`src/sv/i2cm_pkg.sv`:
```
// Shared types and constants for the I2C master bit engine.
`default_nettype none
package i2cm_pkg;

	localparam int BITS_PER_BYTE = 8;
	localparam int KIND_W        = 3;
	localparam int PHASE_W       = 2;
	localparam int BCNT_W        = 4;
	localparam logic [7:0] MSB_MASK = 8'h80;

	typedef enum logic [KIND_W-1:0] {
		OP_IDLE  = 3'd0,
		OP_START = 3'd1,
		OP_STOP  = 3'd2,
		OP_ACK   = 3'd3,
		OP_WRITE = 3'd4,
		OP_READ  = 3'd5
	} op_t;

	typedef struct packed {
		op_t                op;
		logic [PHASE_W-1:0] phase;
		logic [BCNT_W-1:0]  bit_count;
		logic [7:0]         shift;
		logic [7:0]         rx;
		logic               scl;
		logic               sda;
		logic               sda_oe;
	} eng_state_t;

	typedef struct packed {
		logic       scl_level;
		logic       sda_level;
		logic       sda_drive_enable;
		logic       busy_res;
		logic       done_res;
		logic [7:0] rx_byte;
		logic       start_fail;
	} eng_result_t;

	localparam eng_state_t STATE_RESET = '{
		op:        OP_IDLE,
		phase:     '0,
		bit_count: '0,
		shift:     '0,
		rx:        '0,
		scl:       1'b1,
		sda:       1'b1,
		sda_oe:    1'b1
	};

endpackage
`default_nettype wire

```
`src/sv/i2cm_step.sv`:
```
// Next-state and result logic for one bus slot of the I2C master engine.
`default_nettype none
module i2cm_step
	import i2cm_pkg::*;
(
	input  eng_state_t         cur,
	input  logic [KIND_W-1:0]  kind,
	input  logic [7:0]         tx_byte,
	input  logic               sda_sample,
	output eng_state_t         nxt,
	output eng_result_t        res
);

	eng_state_t        st;
	logic              done;
	logic              fail;
	logic [BCNT_W:0]   bc_inc;
	logic [BCNT_W-1:0] bc_rd;
	logic              is_cmd;

	always_comb begin
		// command is taken only while idle; unknown kinds act as plain slots
		is_cmd = (kind >= KIND_W'(OP_START)) && (kind <= KIND_W'(OP_READ));
		st     = cur;
		done   = 1'b0;
		fail   = 1'b0;
		bc_inc = {1'b0, cur.bit_count} + (BCNT_W+1)'(1);
		bc_rd  = '0;
		if (cur.op == OP_IDLE && is_cmd) begin
			st.op        = op_t'(kind);
			st.phase     = '0;
			st.bit_count = '0;
			st.shift     = (op_t'(kind) == OP_WRITE) ? tx_byte : 8'h00;
			bc_inc       = (BCNT_W+1)'(1);
		end

		case (st.op)
			OP_START: begin
				case (st.phase)
					2'd0: begin
						st.sda_oe = 1'b1;
						st.sda    = 1'b1;
						if (!sda_sample) begin
							done = 1'b1;
							fail = 1'b1;
						end else begin
							st.phase = 2'd1;
						end
					end
					2'd1: begin
						st.scl   = 1'b1;
						st.phase = 2'd2;
					end
					2'd2: begin
						st.sda = 1'b0;
						if (sda_sample) begin
							done = 1'b1;
							fail = 1'b1;
						end else begin
							st.phase = 2'd3;
						end
					end
					default: begin
						st.scl = 1'b0;
						done   = 1'b1;
					end
				endcase
			end
			OP_STOP: begin
				if (st.phase == 2'd0) begin
					st.sda_oe = 1'b1;
					st.scl    = 1'b0;
					st.sda    = 1'b0;
					st.phase  = 2'd1;
				end else begin
					st.scl = 1'b1;
					st.sda = 1'b1;
					done   = 1'b1;
				end
			end
			OP_ACK: begin
				case (st.phase)
					2'd0: begin
						st.scl    = 1'b0;
						st.sda_oe = 1'b1;
						st.sda    = 1'b0;
						st.phase  = 2'd1;
					end
					2'd1: begin
						st.scl   = 1'b1;
						st.phase = 2'd2;
					end
					2'd2: begin
						st.scl   = 1'b0;
						st.phase = 2'd3;
					end
					default: begin
						st.sda = 1'b1;
						done   = 1'b1;
					end
				endcase
			end
			OP_WRITE: begin
				case (st.phase)
					2'd0: begin
						st.sda_oe = 1'b1;
						st.scl    = 1'b0;
						st.sda    = |(st.shift & MSB_MASK);
						st.phase  = 2'd1;
					end
					2'd1: begin
						st.scl   = 1'b1;
						st.phase = 2'd2;
					end
					default: begin
						st.scl   = 1'b0;
						st.shift = {st.shift[6:0], 1'b0};
						if (bc_inc >= (BCNT_W+1)'(BITS_PER_BYTE)) begin
							done = 1'b1;
						end else begin
							st.bit_count = bc_inc[BCNT_W-1:0];
							st.phase     = 2'd0;
						end
					end
				endcase
			end
			OP_READ: begin
				case (st.phase)
					2'd0: begin
						st.sda_oe = 1'b0;
						st.scl    = 1'b0;
						st.phase  = 2'd1;
					end
					2'd1: begin
						st.scl       = 1'b1;
						st.shift     = {st.shift[6:0], sda_sample};
						bc_rd        = bc_inc[BCNT_W-1:0];
						st.bit_count = bc_rd;
						st.phase     = (bc_rd >= BCNT_W'(BITS_PER_BYTE)) ? 2'd2 : 2'd0;
					end
					default: begin
						st.scl = 1'b0;
						st.rx  = st.shift;
						done   = 1'b1;
					end
				endcase
			end
			default: begin
				st.op = OP_IDLE;
			end
		endcase

		if (done) begin
			st.op        = OP_IDLE;
			st.phase     = '0;
			st.bit_count = '0;
		end

		nxt                  = st;
		res.scl_level        = st.scl;
		res.sda_level        = st.sda;
		res.sda_drive_enable = st.sda_oe;
		res.busy_res         = (st.op != OP_IDLE);
		res.done_res         = done;
		res.rx_byte          = st.rx;
		res.start_fail       = fail;
	end

endmodule
`default_nettype wire

```
`src/sv/i2c_master_bit_engine.sv`:
```
// Top level of the I2C master bit engine: slot register, step logic, result register.
// An item goes through the slot register and then the result register (two registers).
// Throughput: one item per cycle if not stalled; step logic: one pass over engine state.
// A held result stalls the slot register, and the slot register then stalls the input.
// Reset (arst_n low, asynchronous): engine idle, SCL/SDA high with SDA driven, rx byte 0,
// both pipeline registers empty.
`default_nettype none
module i2c_master_bit_engine
	import i2cm_pkg::*;
(
	input  logic              clk,
	input  logic              arst_n,
	// slot channel
	input  logic              cmd_valid,
	output logic              cmd_stall,
	input  logic [KIND_W-1:0] kind,
	input  logic [7:0]        tx_byte,
	input  logic              sda_sample,
	// result channel
	output logic              res_valid,
	input  logic              res_stall,
	output logic              scl_level,
	output logic              sda_level,
	output logic              sda_drive_enable,
	output logic              busy_res,
	output logic              done_res,
	output logic [7:0]        rx_byte,
	output logic              start_fail
);

	// slot register
	logic              valid_s1;
	logic [KIND_W-1:0] kind_s1;
	logic [7:0]        tx_s1;
	logic              smp_s1;

	// engine state, updated only when a slot moves into the result register
	eng_state_t  state_q;
	eng_state_t  state_nxt;
	eng_result_t step_res;

	// result register
	logic        res_valid_q;
	eng_result_t res_q;

	logic advance;
	logic take_in;

	// slot leaves stage 1 when the result register is empty or being drained
	assign advance   = valid_s1 && (!res_valid_q || !res_stall);
	assign cmd_stall = valid_s1 && !advance;
	assign take_in   = cmd_valid && !cmd_stall;

	always_ff @(posedge clk or negedge arst_n) begin
		if (!arst_n) begin
			valid_s1 <= 1'b0;
		end else if (take_in) begin
			valid_s1 <= 1'b1;
		end else if (advance) begin
			valid_s1 <= 1'b0;
		end
	end

	always_ff @(posedge clk) begin
		if (take_in) begin
			kind_s1 <= kind;
			tx_s1   <= tx_byte;
			smp_s1  <= sda_sample;
		end
	end

	i2cm_step u_step (
		.cur        (state_q),
		.kind       (kind_s1),
		.tx_byte    (tx_s1),
		.sda_sample (smp_s1),
		.nxt        (state_nxt),
		.res        (step_res)
	);

	always_ff @(posedge clk or negedge arst_n) begin
		if (!arst_n) begin
			state_q <= STATE_RESET;
		end else if (advance) begin
			state_q <= state_nxt;
		end
	end

	always_ff @(posedge clk or negedge arst_n) begin
		if (!arst_n) begin
			res_valid_q <= 1'b0;
		end else if (advance) begin
			res_valid_q <= 1'b1;
		end else if (!res_stall) begin
			res_valid_q <= 1'b0;
		end
	end

	always_ff @(posedge clk) begin
		if (advance) begin
			res_q <= step_res;
		end
	end

	assign res_valid        = res_valid_q;
	assign scl_level        = res_q.scl_level;
	assign sda_level        = res_q.sda_level;
	assign sda_drive_enable = res_q.sda_drive_enable;
	assign busy_res         = res_q.busy_res;
	assign done_res         = res_q.done_res;
	assign rx_byte          = res_q.rx_byte;
	assign start_fail       = res_q.start_fail;

	// a finished sequence never reports busy in the same slot
	a_done_not_busy: assert property (@(posedge clk) disable iff (!arst_n)
		res_valid_q && res_q.done_res |-> !res_q.busy_res)
		else $error("done and busy in the same slot");

	// a start failure is always a sequence end
	a_fail_done: assert property (@(posedge clk) disable iff (!arst_n)
		res_valid_q && res_q.start_fail |-> res_q.done_res)
		else $error("start_fail without done");

	// idle engine keeps its phase and bit counter cleared
	a_idle_clear: assert property (@(posedge clk) disable iff (!arst_n)
		state_q.op == OP_IDLE |-> (state_q.phase == '0 && state_q.bit_count == '0))
		else $error("idle engine with stale phase or count");

	// a slot that moved on always leaves a result behind
	a_advance_result: assert property (@(posedge clk) disable iff (!arst_n)
		advance |=> res_valid_q)
		else $error("slot advanced without a result");

	// busy in the result tracks the engine state after that slot
	a_busy_state: assert property (@(posedge clk) disable iff (!arst_n)
		advance |=> (res_q.busy_res == (state_q.op != OP_IDLE)))
		else $error("busy flag disagrees with engine state");

endmodule
`default_nettype wire

```
`config.mk`:
```
export PLATFORM = sky130hd
export DESIGN_NAME = i2c_master_bit_engine
export DESIGN_NICKNAME = d
export VERILOG_FILES = /design/src/sv/i2cm_pkg.sv /design/src/sv/i2cm_step.sv /design/src/sv/i2c_master_bit_engine.sv
export SDC_FILE = /design/constraint.sdc
export NUM_CORES = 1
export LEC_CHECK = 0
export BUFFER_PORTS_ARGS = -buffer_cell sky130_fd_sc_hd__buf_4
export CAP_MARGIN = 20
export CORE_MARGIN = 1
export CORE_UTILIZATION = 30
export CTS_BUF_LIST = sky130_fd_sc_hd__clkbuf_2 sky130_fd_sc_hd__clkbuf_4 sky130_fd_sc_hd__clkbuf_8
export CTS_CLUSTER_DIAMETER = 60
export DETAILED_ROUTE_END_ITERATION = 12
export GPL_TIMING_DRIVEN = 0
export MAX_ROUTING_LAYER = met4
export PLACE_DENSITY_LB_ADDON = 0.08
export REMOVE_ABC_BUFFERS = 1
export SLEW_MARGIN = 20
export SYNTH_ARGS = -nofsm -noshare
export SYNTH_HDL_FRONTEND = slang
export SYNTH_SLANG_ARGS = --single-unit
```
`constraint.sdc`:
```
create_clock -name clk -period 3.3 [get_ports clk]
set_clock_uncertainty 0.1 [all_clocks]
set_input_delay 0.33 -clock clk [delete_from_list [all_inputs] [get_ports clk]]
set_output_delay 0.33 -clock clk [all_outputs]
set_load 0.01 [all_outputs]
```
* Yosys cells after proc, flatten, opt, wreduce, memory -nomap -nowiden
Cells that the tools add are included.
** Storage, ports and cells
- Register bits after elaboration :: 56
- Bits of input ports :: 16
- Output and inout port bits :: 16
** Cells by class
- Add/sub/neg operators :: 1
- Order comparisons :: 4
- Eq/ne operators :: 9
- Mux-type cells :: 46
- Reduce and logical (&&, ||, !) cells :: 21
** Operator list (count)
- 12-bit 2-to-1 mux :: 2
- 8-bit 2-to-1 mux :: 3
- 12-bit one-hot mux with 2 select lines :: 1
- 17-bit 2-to-1 mux :: 1
- 1-bit 2-to-1 mux :: 14
- 2-bit 2-to-1 mux :: 6
- 2-bit one-hot mux with 3 select lines :: 2
- 1-bit one-hot mux with 2 select lines :: 5
- 2-bit one-hot mux with 5 select lines :: 1
- 3-bit == test (second input constant) :: 3
- 9-bit 2-to-1 mux :: 1
- 1-bit one-hot mux with 4 select lines :: 2
- 2-bit one-hot mux with 2 select lines :: 2
- 2-bit OR reduction :: 4
- 3-bit by 2-bit == test with 1-bit output (second input constant) :: 2
- 6-bit 2-to-1 mux :: 1
- 1-bit one-hot mux with 3 select lines :: 2
- 3-bit OR reduction :: 2
- 4-bit by 1-bit adder with 5-bit output (second input constant) :: 1
- 5-bit by 4-bit greater-or-equal comparator with 1-bit output (second input constant) :: 1
- 1-bit logical AND :: 5
- 5-bit 2-to-1 mux :: 1
- 1-bit one-hot mux with 5 select lines :: 1
- 5-bit OR reduction :: 1
- other kinds (14) :: 17

* Logic depth before layout (Yosys ltp)
- Word-level depth :: 10
- Mapped depth :: 11

* Modules after synthesis
Synthesis repeated with hierarchy kept, for this count alone.
** Second synthesis, totals
- Cell total of the unflattened synthesis :: 296
- Area, all modules :: 3349.5 um^2
** By module, submodules not included
- i2c_master_bit_engine :: instances 1, cells each 93, area an instance 1963.1 um^2, sequential area each 1535.2 um^2
- i2cm_step :: instances 1, cells each 203, area an instance 1386.3 um^2, sequential area each 0.0 um^2

* Worst setup path after synthesis
OpenSTA, ideal clock, no wires.
- Path kind :: register to register
- From :: register kind_s1[1]
- To :: register res_q (netlist bit sda_level), data pin
- Setup time :: 0.254 ns
- Data arrival time :: 2.089 ns
- Setup slack :: 0.857 ns
- Cell stages (with the launch flop) :: 10
- Buffers on the path :: 1
- Clock period less this slack :: 2.443 ns
- Path through :: edfxtp_1 or3_4 a31oi_4 inv_4 ha_1 clkbuf_1 nor2_1 a211oi_1 a211o_1 o21a_1
** RTL lines
- start, declared :: RTL line i2c_master_bit_engine.sv:33 : logic [KIND_W-1:0] kind_s1;
- start signal, assigned :: RTL line i2c_master_bit_engine.sv:66 : kind_s1 <= kind;
- end signal, assigned :: RTL line i2c_master_bit_engine.sv:101 : res_q <= step_res;
- end, declared :: RTL line i2c_master_bit_engine.sv:44 : eng_result_t res_q;

==> flow_summary.yaml <==
yosys:
  yosysTopAreaCellShare: 0.2585
  synth.yosys.seq_area_share: 0.5083
  yosys.area.top_type: "edfxtp_1"
  yosys_warnings: 0
  synth.most_common_cell: "nand2_1"
  synth.top_cells.by_area: "edfxtp_1 26%, dfrtp_1 22%, nand2_1 5.0%"
  synth_top_cells_by_count: "40 x nand2_1, 27 x dfrtp_1, 26 x edfxtp_1, 16 x o21ai_0, 14 x nor2_1"
  ys_seq_elements: 56
  netlist_area_sq_mm: 0.003020
  synth_flop_cell: "dfrtp_1"
  postSynthAreaPerCell_sq_um: 10.49
  syn_inst: 288
  ys_types: 61
  synth-async-reset-ratio: 0.5357
  synth_edf_count: 26
sta:
  setup_viol: 0
  period_minus_slack_ns: 3.084
  finalHoldViolCount: 0
  rsz0062_at_grt: "no"
  finalMaxSlewViolations: 0
  fmax_ghz: 0.3242
  fin_setup_tns_ns: 0
  fin_crit_sh: 0.9346
  slew_headroom: 0.3570
  worst_slew_pin_slew_ns: 0.9544
setup_path:
  cp_cell_sequence: "nor3_4 -> nand3_1 -> nand2_1 -> ha_2 -> nand2b_1 -> o22ai_1 -> a21o_1 -> o21bai_1 -> o221ai_1"
  crit_path_top_delay_cell: "dfrtp_1"
  cp.required_ns: 3.38
  crit_family: "simple AND/OR/NAND/NOR gates"
  crit_arrival_ns: 3.16
  critPathMaxFanout: 15
  path_buf_inv: 0
  crit_type: "reg2reg"
  start_kind: "flip-flop"
  critPathMaxStageDelay_ns: 0.60
  worst_setup_path_end_kind: "flip-flop"
  reg2reg_slack_ns: 0.22
pwr:
  total_power_mw: 2.843
  p_leak_nw: 1.390
  powerDensity_mw_per_mm2: 817.1
  vdd_drop_max_mv: 0.2434
global_route:
  overflow: 0
  grt_pass1_vias: 2180
  antenna_found_initial: 0
  track_usage: 0.1565
  grt_max_degree: 32
  grt_pass1_wl_microns: 11880
clock_network:
  cts.path.max_buffers: 2
  htreeDepth: 2
  cts-root-buf: "clkbuf_8"
  cts_sinks: 56
  path_clk_slew_ns: 0.11
  post-cts-setup-buffers: 0
  tritoncts: "yes"
  cts_buffers: 5
  clock_latency_ns: 0.31
die:
  die_area_sq_mm: 0.01047
  ioPinCount: 32
  core.rowCount: 36
  die_y_microns: 102.3
  core_sq_mm: 0.009774
  die_width_microns: 102.3
  initial_utilization: 0.3090
placement:
  gp_congestion: 0.8254
  dpl.hpwl_microns: 5029
  port_buffers: 31
  placed_cell_area_sq_mm: 0.003366
detailed_routing:
  num_vias: 2308
  drc: 0
  routed_wl_microns: 7464
  drt_iter0_markers: 176
  vias_per_cell: 5.152
  ant_nets: 0
  drt-wirelength-per-cell_microns: 16.66
  dr.pass1.iters: 4
final_layout:
  area_growth_pct: 15.20
  regArea_sq_mm: 0.001535
  multi_input_area_sq_mm: 0.001396
  final_net_count: 334
  final_util: 0.3560
  antenna_cells: 0
  n_fill_cell: 1008
  drive_gt1_frac: 0.2190
  finalInstanceArea_sq_mm: 0.003480
min_path:
  hold_class: "in2reg"
outcome:
  status: "completed"
run:
  drv_cap: 0
[worst register-to-register path, stage by stage, from the launching register on]
cell and delay (ns):
dfrtp_1 0.60, nor3_4 0.37, nand3_1 0.30, nand2_1 0.22
ha_2 0.36, nand2b_1 0.12, o22ai_1 0.27, a21o_1 0.30
o21bai_1 0.16, o221ai_1 0.14
[cells by family after synthesis]
family | count (synthesis) | synth area share
AO/OA/AOI/OAI | 88 | 0.2183
XOR/XNOR | 2 | 0.005801
adder cells (fa/ha/maj) | 4 | 0.01657
buffers and inverters | 25 | 0.03480
flip-flops | 56 | 0.5083
multiplexers | 14 | 0.05095
AND/OR/NAND/NOR | 99 | 0.1653
[layout by cell type (no fill, tap or decap), types with 4 or more instances in the layout]
cell type  instances
buf_4             31
a21oi_1            8
mux2_2            11
nor2b_1            5
nand2_1           39
nor2_1            14
a22oi_1           10
nor3_1             4
o2bb2ai_1          8
o21ai_0           16
clkbuf_8           5
edfxtp_1          26
dfrtp_1           27
o21a_1             5
nand3_1            9
o221ai_1           4
nand2b_1           6
inv_1             10
a211oi_1           5
o31ai_1            4
[metrics by stage]
stage | std cells | hold slack (ns) | setup WS, ns
after floorplan | 275 | -0.06559 | 0.6753
after global placement | 439 | 0.2020 | -0.5211
after detailed placement | 439 | 0.2057 | -0.001464
after CTS | 448 | 0.07432 | 0.1178
after global routing | 448 | 0.06527 | 0.0007103
final | 448 | 0.08403 | 0.2157
[state kept, by name, indices dropped and copies added, names as in the netlist]
signal / flops
res_valid: 1
sda_drive_enable: 1
start_fail: 1
rx_byte: 8
kind_s1: 3
smp_s1: 1
busy_res: 1
sda_level: 1
state_q: 28
valid_s1: 1
done_res: 1
tx_s1: 8
scl_level: 1
[cell type report]
cell class / count / share of cell area
flip-flops and latches: 56 / 0.4412
multi-input cells: 207 / 0.4013
repair buffers: 32 / 0.06976
well taps: 133 / 0.04782
clock buffers: 5 / 0.01978
inverters: 12 / 0.01402
clock inverters: 3 / 0.006113
[repair_timing]
action | 4_1_cts | 5_1_grt
resized for setup | 1 | 2
hold buffers | 1 | 0
endpoints found under the hold margin | 27 | 0
endpoints found under the setup margin | 2 | 15
pin swaps | 0 | 0
[worst paths after layout]
kind / from / end / cells past startpoint
max in group asynchronous: arst_n / state_q[0] / 2
hold reg to reg: state_q[4] / state_q[4] / 2
hold / removal: kind[0] / kind_s1[0] / 1
setup reg to reg: state_q[26] / state_q[24] / 9
min in group asynchronous: arst_n / state_q[21] / 2
setup / recovery: state_q[26] / state_q[24] / 9
[power by group]
| part | leakage, nW | total (mW) | internal, mW | switching, mW |
|---|---|---|---|---|
| Combinational | 0.709 | 1.27 | 0.531 | 0.741 |
| Clock | 0.0445 | 0.389 | 0.151 | 0.238 |
| Sequential | 0.637 | 1.18 | 0.965 | 0.216 |
| Total | 1.39 | 2.84 | 1.65 | 1.20 |
[routing by layer]
metal / up-vias / wire [microns] / GRT usage
met5: - / 0 / -
met4: 0 / 48 / 0.03297
met3: 4 / 238 / 0.02257
met2: 45 / 3510 / 0.2349
met1: 1128 / 3666 / 0.2234
li1: 1131 / - / -
No activity file was read; power rests on OpenSTA's default activity.
